### src/rtl/bre_pkg.sv
package bre_pkg;

   localparam int CHAR_BITS      = 8;
   localparam int PEND_BITS      = 6;
   localparam int STOP_BITS      = 10;
   localparam int WIDTH_BITS     = 3;
   localparam int CSR_INDEX_BITS = 3;
   localparam int CSR_DATA_BITS  = 10;

   localparam logic [CHAR_BITS-1:0] CH_TAB   = 8'h09;
   localparam logic [CHAR_BITS-1:0] CH_NL    = 8'h0A;
   localparam logic [CHAR_BITS-1:0] CH_BLANK = 8'h20;

   localparam logic [PEND_BITS-1:0] PEND_MAX = 6'd63;

   // register map
   localparam logic [CSR_INDEX_BITS-1:0] REG_STOP_COUNT = 3'd0;
   localparam logic [CSR_INDEX_BITS-1:0] REG_TAB_WIDTH  = 3'd1;
   localparam int                        REG_STOP_BASE  = 2;

   localparam logic [WIDTH_BITS-1:0] RESET_STOP_COUNT = 3'd0;
   localparam logic [WIDTH_BITS-1:0] RESET_TAB_WIDTH  = 3'd3;
   localparam int                    STOP_SPACING     = 8;

   // one queued job: a run of blanks followed by one closing byte
   typedef struct packed {
      logic [PEND_BITS-1:0] blanks;
      logic [CHAR_BITS-1:0] ch;
   } cmd_type;

   typedef struct packed {
      logic full;
      logic empty;
   } fifo_status_type;

endpackage

### src/rtl/bre_req_if.sv
interface bre_req_if;
   logic                          valid;
   logic                          ready;
   logic [bre_pkg::CHAR_BITS-1:0] in_char;

   modport source (output valid, output in_char, input ready);
   modport sink (input valid, input in_char, output ready);
endinterface

### src/rtl/bre_rsp_if.sv
interface bre_rsp_if;
   logic                          valid;
   logic                          ready;
   logic [bre_pkg::CHAR_BITS-1:0] out_char;
   logic                          last;

   modport source (output valid, output out_char, output last, input ready);
   modport sink (input valid, input out_char, input last, output ready);
endinterface

### src/rtl/bre_fifo.sv
module bre_fifo #(
   parameter int WIDTH = 14,
   parameter int DEPTH = 4
) (
   input  logic                     clock,
   input  logic                     reset,
   input  logic                     push,
   input  logic [WIDTH-1:0]         wdata,
   input  logic                     pop,
   output logic [WIDTH-1:0]         rdata,
   output bre_pkg::fifo_status_type status
);

   localparam int PTR_BITS = (DEPTH > 1) ? $clog2(DEPTH) : 1;
   localparam int CNT_BITS = $clog2(DEPTH + 1);
   localparam logic [PTR_BITS-1:0] PTR_LAST = PTR_BITS'(DEPTH - 1);
   localparam logic [CNT_BITS-1:0] CNT_FULL = CNT_BITS'(DEPTH);

   logic [WIDTH-1:0]    mem_ff [DEPTH];
   logic [PTR_BITS-1:0] wr_ptr_ff, wr_ptr_in;
   logic [PTR_BITS-1:0] rd_ptr_ff, rd_ptr_in;
   logic [CNT_BITS-1:0] count_ff, count_in;
   logic                do_push, do_pop;

   assign status.full  = (count_ff == CNT_FULL);
   assign status.empty = (count_ff == '0);
   assign do_push      = push && !status.full;
   assign do_pop       = pop && !status.empty;
   assign rdata        = mem_ff[rd_ptr_ff];

   always_comb begin
      wr_ptr_in = wr_ptr_ff;
      rd_ptr_in = rd_ptr_ff;
      count_in  = count_ff;
      if (do_push) begin
         wr_ptr_in = (wr_ptr_ff == PTR_LAST) ? '0 : wr_ptr_ff + 1'b1;
      end
      if (do_pop) begin
         rd_ptr_in = (rd_ptr_ff == PTR_LAST) ? '0 : rd_ptr_ff + 1'b1;
      end
      if (do_push && !do_pop) begin
         count_in = count_ff + 1'b1;
      end else if (do_pop && !do_push) begin
         count_in = count_ff - 1'b1;
      end
   end

   always_ff @(posedge clock) begin
      if (reset) begin
         wr_ptr_ff <= '0;
         rd_ptr_ff <= '0;
         count_ff  <= '0;
      end else begin
         wr_ptr_ff <= wr_ptr_in;
         rd_ptr_ff <= rd_ptr_in;
         count_ff  <= count_in;
      end
   end

   always_ff @(posedge clock) begin
      if (do_push) begin
         mem_ff[wr_ptr_ff] <= wdata;
      end
   end

   a_no_overflow: assert property (@(posedge clock) disable iff (reset)
      !(push && status.full))
      else $error("queue written while full");

   a_no_underflow: assert property (@(posedge clock) disable iff (reset)
      !(pop && status.empty))
      else $error("queue read while empty");

endmodule

### src/rtl/bre_front.sv
module bre_front #(
   parameter int NUM_STOPS   = 6,
   parameter int COLUMN_BITS = 10
) (
   input  logic                                clock,
   input  logic                                reset,
   input  logic                                csr_we,
   input  logic [bre_pkg::CSR_INDEX_BITS-1:0]  csr_index,
   input  logic [bre_pkg::CSR_DATA_BITS-1:0]   csr_wdata,
   bre_req_if.sink                             req,
   input  bre_pkg::fifo_status_type            q_status,
   output logic                                push,
   output bre_pkg::cmd_type                    cmd
);

   localparam int CMP_BITS = (COLUMN_BITS > bre_pkg::STOP_BITS) ?
                             COLUMN_BITS : bre_pkg::STOP_BITS;
   localparam logic [COLUMN_BITS-1:0] COL_MAX = {COLUMN_BITS{1'b1}};

   logic [bre_pkg::WIDTH_BITS-1:0] stop_count_ff;
   logic [bre_pkg::WIDTH_BITS-1:0] tab_width_ff;
   logic [bre_pkg::STOP_BITS-1:0]  stop_ff [NUM_STOPS];

   logic [COLUMN_BITS-1:0]        column_ff, column_in;
   logic [bre_pkg::PEND_BITS-1:0] pend_ff, pend_in;

   logic                   accept;
   logic                   found;
   logic [CMP_BITS-1:0]    best;
   logic [CMP_BITS-1:0]    col_wide;
   logic [COLUMN_BITS-1:0] mask;
   logic [COLUMN_BITS:0]   dflt;
   logic [COLUMN_BITS-1:0] nxt;
   logic [COLUMN_BITS:0]   col_inc;
   logic [COLUMN_BITS-1:0] col_inc_sat;
   logic                   reach;
   logic                   is_blank, is_tab, is_nl;

   assign req.ready = !q_status.full;
   assign accept    = req.valid && req.ready;
   assign is_blank  = (req.in_char == bre_pkg::CH_BLANK);
   assign is_tab    = (req.in_char == bre_pkg::CH_TAB);
   assign is_nl     = (req.in_char == bre_pkg::CH_NL);

   // next stop: smallest enabled explicit stop above the column,
   // else the next multiple of the default spacing
   always_comb begin
      col_wide = CMP_BITS'(column_ff);
      found    = 1'b0;
      best     = '1;
      for (int i = 0; i < NUM_STOPS; i++) begin
         if (int'(stop_count_ff) > i && CMP_BITS'(stop_ff[i]) > col_wide &&
             (!found || CMP_BITS'(stop_ff[i]) < best)) begin
            best  = CMP_BITS'(stop_ff[i]);
            found = 1'b1;
         end
      end
      mask = ~(COL_MAX << tab_width_ff);
      dflt = {1'b0, column_ff | mask} + 1'b1;
      if (found) begin
         nxt = (best > CMP_BITS'(COL_MAX)) ? COL_MAX : best[COLUMN_BITS-1:0];
      end else begin
         nxt = dflt[COLUMN_BITS] ? COL_MAX : dflt[COLUMN_BITS-1:0];
      end
   end

   assign col_inc     = {1'b0, column_ff} + 1'b1;
   assign col_inc_sat = col_inc[COLUMN_BITS] ? COL_MAX : col_inc[COLUMN_BITS-1:0];
   assign reach       = (col_inc == {1'b0, nxt});

   always_comb begin
      column_in  = column_ff;
      pend_in    = pend_ff;
      push       = 1'b0;
      cmd.blanks = '0;
      cmd.ch     = req.in_char;
      if (accept) begin
         priority if (is_blank) begin
            column_in = col_inc_sat;
            if (reach) begin
               push    = 1'b1;
               cmd.ch  = bre_pkg::CH_TAB;
               pend_in = '0;
            end else if (pend_ff == bre_pkg::PEND_MAX) begin
               push    = 1'b1;
               cmd.ch  = bre_pkg::CH_BLANK;
            end else begin
               pend_in = pend_ff + 1'b1;
            end
         end else if (is_tab) begin
            push      = 1'b1;
            column_in = nxt;
            pend_in   = '0;
         end else begin
            push       = 1'b1;
            cmd.blanks = pend_ff;
            pend_in    = '0;
            column_in  = is_nl ? '0 : col_inc_sat;
         end
      end
   end

   always_ff @(posedge clock) begin
      if (reset) begin
         column_ff <= '0;
         pend_ff   <= '0;
      end else begin
         column_ff <= column_in;
         pend_ff   <= pend_in;
      end
   end

   always_ff @(posedge clock) begin
      if (reset) begin
         stop_count_ff <= bre_pkg::RESET_STOP_COUNT;
         tab_width_ff  <= bre_pkg::RESET_TAB_WIDTH;
         for (int i = 0; i < NUM_STOPS; i++) begin
            stop_ff[i] <= bre_pkg::STOP_BITS'(bre_pkg::STOP_SPACING * (i + 1));
         end
      end else if (csr_we) begin
         if (csr_index == bre_pkg::REG_STOP_COUNT) begin
            stop_count_ff <= csr_wdata[bre_pkg::WIDTH_BITS-1:0];
         end
         if (csr_index == bre_pkg::REG_TAB_WIDTH) begin
            tab_width_ff <= csr_wdata[bre_pkg::WIDTH_BITS-1:0];
         end
         for (int i = 0; i < NUM_STOPS; i++) begin
            if (csr_index == bre_pkg::CSR_INDEX_BITS'(bre_pkg::REG_STOP_BASE + i)) begin
               stop_ff[i] <= csr_wdata[bre_pkg::STOP_BITS-1:0];
            end
         end
      end
   end

   a_tab_drops_run: assert property (@(posedge clock) disable iff (reset)
      accept && is_tab |=> pend_ff == '0)
      else $error("held blanks survive a tab");

   a_newline_home: assert property (@(posedge clock) disable iff (reset)
      accept && is_nl |=> column_ff == '0 && pend_ff == '0)
      else $error("newline did not return to column zero");

endmodule

### src/rtl/bre_back.sv
module bre_back (
   input  logic                     clock,
   input  logic                     reset,
   input  bre_pkg::fifo_status_type q_status,
   input  bre_pkg::cmd_type         head,
   output logic                     pop,
   bre_rsp_if.source                rsp
);

   logic [bre_pkg::PEND_BITS-1:0] sent_ff, sent_in;
   logic                          valid_ff, valid_in;
   logic [bre_pkg::CHAR_BITS-1:0] char_ff, char_in;
   logic                          last_ff, last_in;
   logic                          load, emit, blank_phase;

   assign load        = !valid_ff || rsp.ready;
   assign emit        = load && !q_status.empty;
   assign blank_phase = (sent_ff != head.blanks);
   assign pop         = emit && !blank_phase;

   always_comb begin
      sent_in  = sent_ff;
      valid_in = valid_ff;
      char_in  = char_ff;
      last_in  = last_ff;
      if (load) begin
         valid_in = emit;
      end
      if (emit) begin
         if (blank_phase) begin
            char_in = bre_pkg::CH_BLANK;
            last_in = 1'b0;
            sent_in = sent_ff + 1'b1;
         end else begin
            char_in = head.ch;
            last_in = 1'b1;
            sent_in = '0;
         end
      end
   end

   always_ff @(posedge clock) begin
      if (reset) begin
         sent_ff  <= '0;
         valid_ff <= 1'b0;
      end else begin
         sent_ff  <= sent_in;
         valid_ff <= valid_in;
      end
   end

   always_ff @(posedge clock) begin
      char_ff <= char_in;
      last_ff <= last_in;
   end

   assign rsp.valid    = valid_ff;
   assign rsp.out_char = char_ff;
   assign rsp.last     = last_ff;

   a_inner_is_blank: assert property (@(posedge clock) disable iff (reset)
      valid_ff && !last_ff |-> char_ff == bre_pkg::CH_BLANK)
      else $error("non-final result is not a blank");

   a_run_bounded: assert property (@(posedge clock) disable iff (reset)
      !q_status.empty |-> sent_ff <= head.blanks)
      else $error("blank run overshoots its job");

endmodule

### src/rtl/blank_run_to_tab_entab.sv
// Blank-run to tab converter with a programmable tab stop list.
//
// req  : one character byte per transfer (in_char).
// rsp  : emitted bytes (out_char); last marks the final byte that one
//        request caused. A held blank causes no response at all.
// csr  : write enable, register index and data; write only while idle.
//        0 stop count, 1 log2 default spacing, 2.. explicit stop columns.
//
// Throughput: the front takes one byte per cycle while the job queue has
// room. The back emits one byte per cycle from the output register while
// rsp.ready is high, so a byte that flushes n held blanks comes out as n
// blanks and then the byte itself; a run of up to 63 blanks is the worst
// case. The queue of QUEUE_DEPTH jobs lets the front run ahead of a flush.
// Path: a request is written into the job queue, and the back then loads
// its first response byte into the output register, which drives rsp.
// Reset: column and held blanks clear, registers return to their reset
// values, queue and output register empty. No clearing pass.
// Stall: when rsp.ready is low the output register holds, the queue fills
// and then req.ready drops; nothing is lost.
module blank_run_to_tab_entab #(
   parameter int NUM_STOPS   = 6,
   parameter int COLUMN_BITS = 10,
   parameter int QUEUE_DEPTH = 4
) (
   input  logic                               clock,
   input  logic                               reset,
   bre_req_if.sink                            req,
   bre_rsp_if.source                          rsp,
   input  logic                               csr_we,
   input  logic [bre_pkg::CSR_INDEX_BITS-1:0] csr_index,
   input  logic [bre_pkg::CSR_DATA_BITS-1:0]  csr_wdata
);

   bre_pkg::cmd_type         push_cmd;
   bre_pkg::cmd_type         head_cmd;
   bre_pkg::fifo_status_type q_status;
   logic                     push;
   logic                     pop;

   // front: classify each byte, advance the column, queue a job unless a blank is held
   bre_front #(
      .NUM_STOPS   (NUM_STOPS),
      .COLUMN_BITS (COLUMN_BITS)
   ) u_front (
      .clock     (clock),
      .reset     (reset),
      .csr_we    (csr_we),
      .csr_index (csr_index),
      .csr_wdata (csr_wdata),
      .req       (req),
      .q_status  (q_status),
      .push      (push),
      .cmd       (push_cmd)
   );

   // job queue between the two halves
   bre_fifo #(
      .WIDTH ($bits(bre_pkg::cmd_type)),
      .DEPTH (QUEUE_DEPTH)
   ) u_queue (
      .clock  (clock),
      .reset  (reset),
      .push   (push),
      .wdata  (push_cmd),
      .pop    (pop),
      .rdata  (head_cmd),
      .status (q_status)
   );

   // back: expand each job into its blank run and closing byte
   bre_back u_back (
      .clock    (clock),
      .reset    (reset),
      .q_status (q_status),
      .head     (head_cmd),
      .pop      (pop),
      .rsp      (rsp)
   );

endmodule

### src/flat_wrapper.sv
// flat-port wrapper written by rule: the top's interface ports become plain ports
module blank_run_to_tab_entab_flat 
#(
   parameter int NUM_STOPS   = 6,
   parameter int COLUMN_BITS = 10,
   parameter int QUEUE_DEPTH = 4
)
  (clock, reset, csr_we, csr_index, csr_wdata, req_valid, req_in_char, req_ready, rsp_valid, rsp_out_char, rsp_last, rsp_ready);
  bre_req_if req_i ();
  bre_rsp_if rsp_i ();
  input  logic clock;
  input  logic reset;
  input  logic csr_we;
  input  logic [bre_pkg::CSR_INDEX_BITS-1:0] csr_index;
  input  logic [bre_pkg::CSR_DATA_BITS-1:0] csr_wdata;
  input wire logic [$bits(req_i.valid)-1:0] req_valid;
  input wire logic [$bits(req_i.in_char)-1:0] req_in_char;
  output wire logic [$bits(req_i.ready)-1:0] req_ready;
  output wire logic [$bits(rsp_i.valid)-1:0] rsp_valid;
  output wire logic [$bits(rsp_i.out_char)-1:0] rsp_out_char;
  output wire logic [$bits(rsp_i.last)-1:0] rsp_last;
  input wire logic [$bits(rsp_i.ready)-1:0] rsp_ready;
  assign req_i.valid = req_valid;
  assign req_i.in_char = req_in_char;
  assign req_ready = req_i.ready;
  assign rsp_valid = rsp_i.valid;
  assign rsp_out_char = rsp_i.out_char;
  assign rsp_last = rsp_i.last;
  assign rsp_i.ready = rsp_ready;
  blank_run_to_tab_entab #(.NUM_STOPS(NUM_STOPS), .COLUMN_BITS(COLUMN_BITS), .QUEUE_DEPTH(QUEUE_DEPTH)) u_core (.clock(clock), .reset(reset), .req(req_i), .rsp(rsp_i), .csr_we(csr_we), .csr_index(csr_index), .csr_wdata(csr_wdata));
endmodule
### config.mk
export PLATFORM = sky130hd
export DESIGN_NAME = blank_run_to_tab_entab_flat
export DESIGN_NICKNAME = d
export VERILOG_FILES = /design/src/rtl/bre_pkg.sv /design/src/rtl/bre_req_if.sv /design/src/rtl/bre_rsp_if.sv /design/src/rtl/bre_fifo.sv /design/src/rtl/bre_front.sv /design/src/rtl/bre_back.sv /design/src/rtl/blank_run_to_tab_entab.sv /design/src/flat_wrapper.sv
export SDC_FILE = /design/constraint.sdc
export NUM_CORES = 1
export LEC_CHECK = 0
export BUFFER_PORTS_ARGS = -buffer_cell sky130_fd_sc_hd__buf_2
export CAP_MARGIN = 0
export CORE_MARGIN = 1
export CORE_UTILIZATION = 60
export DETAILED_ROUTE_END_ITERATION = 16
export PLACE_DENSITY = 0.85
export SYNTH_ARGS = -nofsm -noshare
export SYNTH_HDL_FRONTEND = slang
export SYNTH_SLANG_ARGS = --single-unit
### constraint.sdc
create_clock -name clock -period 36.8 [get_ports clock]
set_clock_uncertainty 0.15 [all_clocks]
set_input_delay 1.84 -clock clock [delete_from_list [all_inputs] [get_ports clock]]
set_output_delay 1.84 -clock clock [all_outputs]
set_load 0.1 [all_outputs]
After elaboration in Yosys (flattened, before gate mapping)
Memories as Yosys holds them, arrays and structs flattened. A register that Yosys moved wholly into a read port is not among the register bits.
Cells that the tools add are included.
Word-level totals
  bits in writable memories: 116
  output and inout port bits: 11
  bits in registers: 45
  logic and storage cells: 180
  memories: 2
Operators by class
  mux-type cells: 74
  shifts and indexed selects: 1
  bitwise logic cells: 8
  add/sub/neg operators: 8
  reduce and logical (&&, ||, !) cells: 41
  magnitude comparators: 18
  equal/unequal tests: 17
Memories
  u_core.u_front.stop_ff: words 6, width 10, rd ports 6, clocked after memory_dff 0, write ports 6, RTL line bre_front.sv:22  | logic [bre_pkg::STOP_BITS-1:0] stop_ff [NUM_STOPS];
  u_core.u_queue.mem_ff: words 4, width 14, rd ports 1, clocked after memory_dff 1, write ports 1, RTL line bre_fifo.sv:19  | logic [WIDTH-1:0] mem_ff [DEPTH];
Operators with widths (count)
  $mux 10: 19
  $gt 10x10->1: 6
  $lt 10x10->1: 5
  $mux 1: 39
  $mux 6: 6
  $mux 8: 3
  $add 10x1->11 const B: 2
  $logic_and 1x1->1: 18
  $eq 8x4->1 const B: 2
  $eq 3x3->1 const B: 5
  $mux 14: 1
  $add 6x1->6 const B: 2
  $eq 11x10->1: 1
  $logic_not 1->1: 11
  $gt 10x10->1 const B: 1
  $not 10->10: 1
  $or 10x10->10: 1
  $shl 10x3->10 const A: 1
  $eq 8x6->1 const B: 1
  $mux 2: 4
  $eq 3x2->1 const B: 2
  $eq 6x6->1 const B: 1
  $gt 3x1->1 const B: 2
  $gt 3x2->1 const B: 2
  14 further kinds: 31

Longest topological paths before layout
  word-level depth: 35
  mapped depth: 78

Hierarchy
From an unflattened synthesis, not the netlist that was laid out.
Unflattened totals
  cell total of the unflattened synthesis: 1058
  area total of the unflattened synthesis: 10940.5 sq um
Modules (own cells, without submodules)
  bre_front: area each 7667.4 sq um, cells an instance 867, sequential area each 2242.2 sq um, instances 1
  bre_fifo: area each 2521.2 sq um, cells an instance 123, sequential area each 1861.8 sq um, instances 1
  bre_back: area each 752.0 sq um, cells an instance 68, sequential area each 410.4 sq um, instances 1

Worst setup path after synthesis
No wires, ideal clock.
  path kind: reg2reg
  start: reg u_core.u_front.column_ff[7], in the netlist u_core.u_front.col_wide[7]
  end: reg u_core.u_queue.count_ff[2]
  clock period less this slack: 15827 ps
  buffers on the path: 4
  data required time: 36579 ps
  data arrival time: 15606 ps
  path slack: 20973 ps
  cell stages (with the launch flop): 75
  cells stage by stage: dfxtp_1 clkbuf_1 inv_1 ha_1 a211oi_1 nor2_1 a2111o_1 nand2b_1 buf_4 clkbuf_1 nor2_1 ha_1 o211a_1 o311a_1 nand2_1 nand3_1 a21oi_1 clkbuf_1 [... 39 more ...] o21ai_0 nand2b_1 a221o_1 a21oi_1 nand4_1 o211ai_1 nand2_4 or4_1 o41ai_1 o2111ai_1 a311oi_4 o31a_4 ha_1 inv_1 fa_1 xor2_1 or3_1 a21oi_1
On the way
  cells in the longest elaborated chain, start to end: 34
Ends and longest elaborated chain
  start, declared: RTL line bre_front.sv:24  | logic [COLUMN_BITS-1:0] column_ff, column_in;
  start signal, assigned: RTL line bre_front.sv:108  | column_ff <= column_in;
  $gt 10x10->1: RTL line bre_front.sv:52  | if (int'(stop_count_ff) > i && CMP_BITS'(stop_ff[i]) > col_wide &&
  $logic_and 1x1->1: RTL line bre_front.sv:52
  $mux 10 or $mux 1 (tied branches): RTL line bre_front.sv:52
  $lt 10x10->1 or $logic_not 1->1 (tied branches): RTL line bre_front.sv:53  | (!found || CMP_BITS'(stop_ff[i]) < best)) begin
  $logic_or 1x1->1: RTL line bre_front.sv:53
  $logic_and 1x1->1: RTL line bre_front.sv:52
  $mux 10 or $mux 1 (tied branches): RTL line bre_front.sv:52
  $lt 10x10->1 or $logic_not 1->1 (tied branches): RTL line bre_front.sv:53
  [... 19 more ...]
  $mux 1 *: RTL line bre_front.sv:80  | if (reach) begin
  $mux 1 *: RTL line bre_front.sv:78  | priority if (is_blank) begin
  $mux 1 *: RTL line bre_front.sv:77  | if (accept) begin
  $logic_and 1x1->1 *: RTL line bre_fifo.sv:27  | assign do_push = push && !status.full;
  named net u_core.u_queue.do_push: RTL line bre_fifo.sv:23  | logic do_push, do_pop;
  $logic_not 1->1: RTL line bre_fifo.sv:43  | end else if (do_pop && !do_push) begin
  $logic_and 1x1->1: RTL line bre_fifo.sv:43
  $reduce_bool 2->1 (no source line)
  end signal, assigned: RTL line bre_fifo.sv:56  | count_ff <= count_in;
  end, declared: RTL line bre_fifo.sv:22  | logic [CNT_BITS-1:0] count_ff, count_in;
The timed path passes the listed nets; every way through them passes the cells marked *.
A chain may end at the register's enable or synchronous reset.

Worst setup path in the final report
Same ends and word-level chain as after synthesis.

==> results.py <==
metrics = {
    "status": {
        "run_status": "complete, no violations",
    },
    "logic_synthesis": {
        "synth-simple-area-share": 0.181,
        "ys_warn_count": 0,
        "ys_ff_latch": 163,
        "ys.flop_type": "edfxtp_1",
        "muxShareOfSynthArea": 0.0632,
        "synth_edf_count": 125,
        "synth_xor_area_frac": 0.0261,
        "yosysMostFrequentCell": "edfxtp_1",
        "ys_seq_area_frac": 0.398,
        "netlist_area_um2": 11300,
        "syn_nets": 1222,
        "yosys.area_share.adder": 0.125,
        "synth_top_area_frac": 0.331,
        "syn_inst": 1083,
        "synth_top_area_cell": "edfxtp_1",
        "postSynthAreaPerCell_um2": 10.5,
        "synth.area.top_cells": "edfxtp_1, ha_1, dfxtp_1, and2_1, mux4_2",
        "netlist_top_cells_count": "edfxtp_1, ha_1, and2_1",
        "netlist-cell-type-count": 96,
        "async_flop_share": 0,
        "synth_compound_area_frac": 0.174,
        "synth_top_family_by_area": "simple AND/OR/NAND/NOR gates",
    },
    "floorplan": {
        "dieArea_um2": 19500,
        "start_util": 0.621,
        "row_count": 49,
        "die_w_um": 139,
        "design.core.area_um2": 18300,
        "fp.dieH_um": 139,
        "pin_count": 37,
    },
    "critical_path": {
        "critPathTopFamily": "compound AO/OA/AOI/OAI gates",
        "cp_num_buf_inv": 3,
        "arrival_ns": 18.31,
        "cp_max_fo": 18,
        "worstPathRequired_ns": 37.01,
        "critPathLaunch": "u_core.u_front.col_wide[7]$_SDFFE_PP0P_",
        "crit_path_start_kind": "flip-flop",
        "reg2reg_slack_ns": 18.70,
        "cp_slowest_cell": "a21oi_1",
        "slowest_delay_ns": 0.85,
        "crit_path_end_kind": "flip-flop",
        "reg2reg_from": "u_core.u_front.col_wide[7]$_SDFFE_PP0P_",
        "crit_type": "reg2reg",
        "crit_top_cell": "a21o_1",
    },
    "timing": {
        "fin_ws_ns": 18.70,
        "max_freq_ghz": 0.0552,
        "final.period_utilization": 0.492,
        "rsz0062_at_grt": "no",
        "finalCriticalPeriod_ns": 18.10,
        "fin_hold_ws_ns": 0.331,
        "slew_violations": 0,
        "max-slew-margin-rel": 0.306,
        "setup-tns-final_ns": 0,
        "hold_viol_final": 0,
        "setup_viol": 0,
        "tightestPinTransition_ns": 1.04,
    },
    "clock_network": {
        "hold_buffers": 0,
        "root_buffer": "clkbuf_16",
        "cts_tree": "yes",
        "cts-resized-gates": 0,
        "post_cts_buffers": 0,
        "cts.clk_slew.worst_paths_ns": 0.08,
        "insertion_delay_ns": 0.44,
        "cts_buffer_depth": 2,
        "cts.sinks": 163,
        "cts_buffers": 17,
        "cts_htree_levels": 4,
    },
    "drt": {
        "firstDrtPassIters": 6,
        "routed-via-count": 8914,
        "ant_nets": 0,
        "wl_um": 29000,
        "drt_iter0_drc": 909,
        "drc": 0,
        "post_drt_wl_per_cell_um": 21.2,
        "vias_per_cell": 6.54,
    },
    "power_and_ir_drop": {
        "power_density_nw_per_um2": 47.9,
        "p_total_uw": 593,
        "power_leakage_nw": 5.03,
        "ir_worst_vdd_v": 0.0000486,
    },
    "global_routing": {
        "antenna_found_initial": 0,
        "track_usage": 0.309,
        "gr-total-overflow": 0,
        "grt_first_pass_wirelength_um": 45900,
        "grt_start_max_net_pins": 27,
        "grt_pass1_vias": 8567,
    },
    "min_path": {
        "hold_path_startpoint": "u_core.u_back.rsp.valid$_SDFFE_PP0N_",
        "hold_path_class": "reg2reg",
    },
    "placement": {
        "dp_slack_ns": 19.20,
        "place_hpwl_um": 21600,
        "io_buffers": 36,
        "placed_area_um2": 11800,
        "gp_congestion": 0.994,
    },
    "finish": {
        "antenna_cells": 0,
        "design_area_um2": 12400,
        "nets": 1260,
        "syn_to_final_growth_pct": 9.06,
        "drive_above_1_share": 0.131,
        "fillers": 1368,
    },
    "flow_run": {
        "drv_cap": 0,
    },
}
cell families (layout without fill, tap and decap cells):
| logic type | Yosys count | in the layout |
|---|---|---|
| adders and majority gates | 113 | 113 |
| AOI/OAI and AO/OA | 251 | 251 |
| xor gates and xnor gates | 33 | 33 |
| and+or+nand+nor | 375 | 375 |
| DFF | 163 | 163 |
| muxes | 52 | 52 |
| buffers and inverters | 96 | 147 |
flip-flops by register name (all words and copies together) (netlist names), 3 cells and up, named ones only:
name                          flops
u_core.u_back.sent_ff             6
u_core.u_front.stop_count_ff      3
u_core.u_front.stop_ff           60
u_core.u_front.tab_width_ff       3
u_core.u_front.col_wide          10
u_core.u_back.rsp.out_char        8
u_core.u_queue.count_ff           3
u_core.u_queue.mem_ff            56
u_core.u_front.pend_ff            6
cell type report:
class	count	area [µm²]	area share
clock inverter	15	158	0.0127
timing repair buffer	48	270	0.0218
tap	229	287	0.0232
sequential	163	4510	0.365
inverter	67	251	0.0203
clock buffer	17	425	0.0344
multi-input combinational	824	6460	0.523
where the power goes:
group | total [mW] | internal, mW | switching (mW)
Combinational | 0.180 | 0.0574 | 0.122
Clock | 0.174 | 0.0909 | 0.0826
Sequential | 0.240 | 0.222 | 0.0176
Total | 0.593 | 0.370 | 0.223
per-stage QoR:
| stage | instances | util |
|---|---|---|
| after floorplan | 1083 | - |
| after global placement | 1331 | 0.645 |
| after detailed placement | 1331 | 0.645 |
| after CTS | 1363 | 0.677 |
| after global routing | 1363 | 0.677 |
| final | 1363 | 0.677 |
worst reg2reg max path, delay by kind of cell, from the launching register on:
family | cells | cell delay [ns]
AO/OA/AOI/OAI | 34 | 8.74
XOR/XNOR | 1 | 0.18
adder cells (fa/ha/maj) | 8 | 2.56
buffers and inverters | 3 | 0.46
flip-flops | 1 | 0.50
multiplexers | 4 | 1.32
AND/OR/NAND/NOR | 19 | 4.09
worst paths after layout:
check,cells past startpoint,to
setup / recovery,69,u_core.u_queue.count_ff[2]$_SDFFE_PP0P_
setup reg to reg,69,u_core.u_queue.count_ff[2]$_SDFFE_PP0P_
hold reg to reg,2,u_core.u_back.rsp.valid$_SDFFE_PP0N_
hold / removal,2,u_core.u_back.rsp.valid$_SDFFE_PP0N_
per-layer routing:
layer,vias up,share of wire,GRT usage
li1,4177,-,-
met4,0,0.025,0.116
met2,399,0.48,0.511
met3,60,0.071,0.0616
met5,-,0,0
met1,4278,0.43,0.400
cell usage in the layout, fill, tap and decap left out, types with 5 or more instances in the layout:
cell type	count
a211o_1	7
a211oi_1	6
a21o_1	19
a21oi_1	52
a31oi_1	11
and2_1	70
and3_1	9
and4_1	5
buf_2	36
buf_4	12
clkbuf_16	17
dfxtp_1	38
edfxtp_1	125
ha_1	112
inv_1	67
inv_8	6
mux2_2	13
mux2i_1	24
mux4_2	14
nand2_1	61
nand2b_1	29
nand3_1	27
nand4_1	24
nor2_1	63
nor2b_1	17
nor3_1	28
o2111ai_1	6
o211a_1	6
o211ai_1	7
o21a_1	14
o21ai_0	41
o221ai_1	9
o31ai_1	6
or3_1	14
xnor2_1	18
xor2_1	14
(Power assumes the default switching activity.)
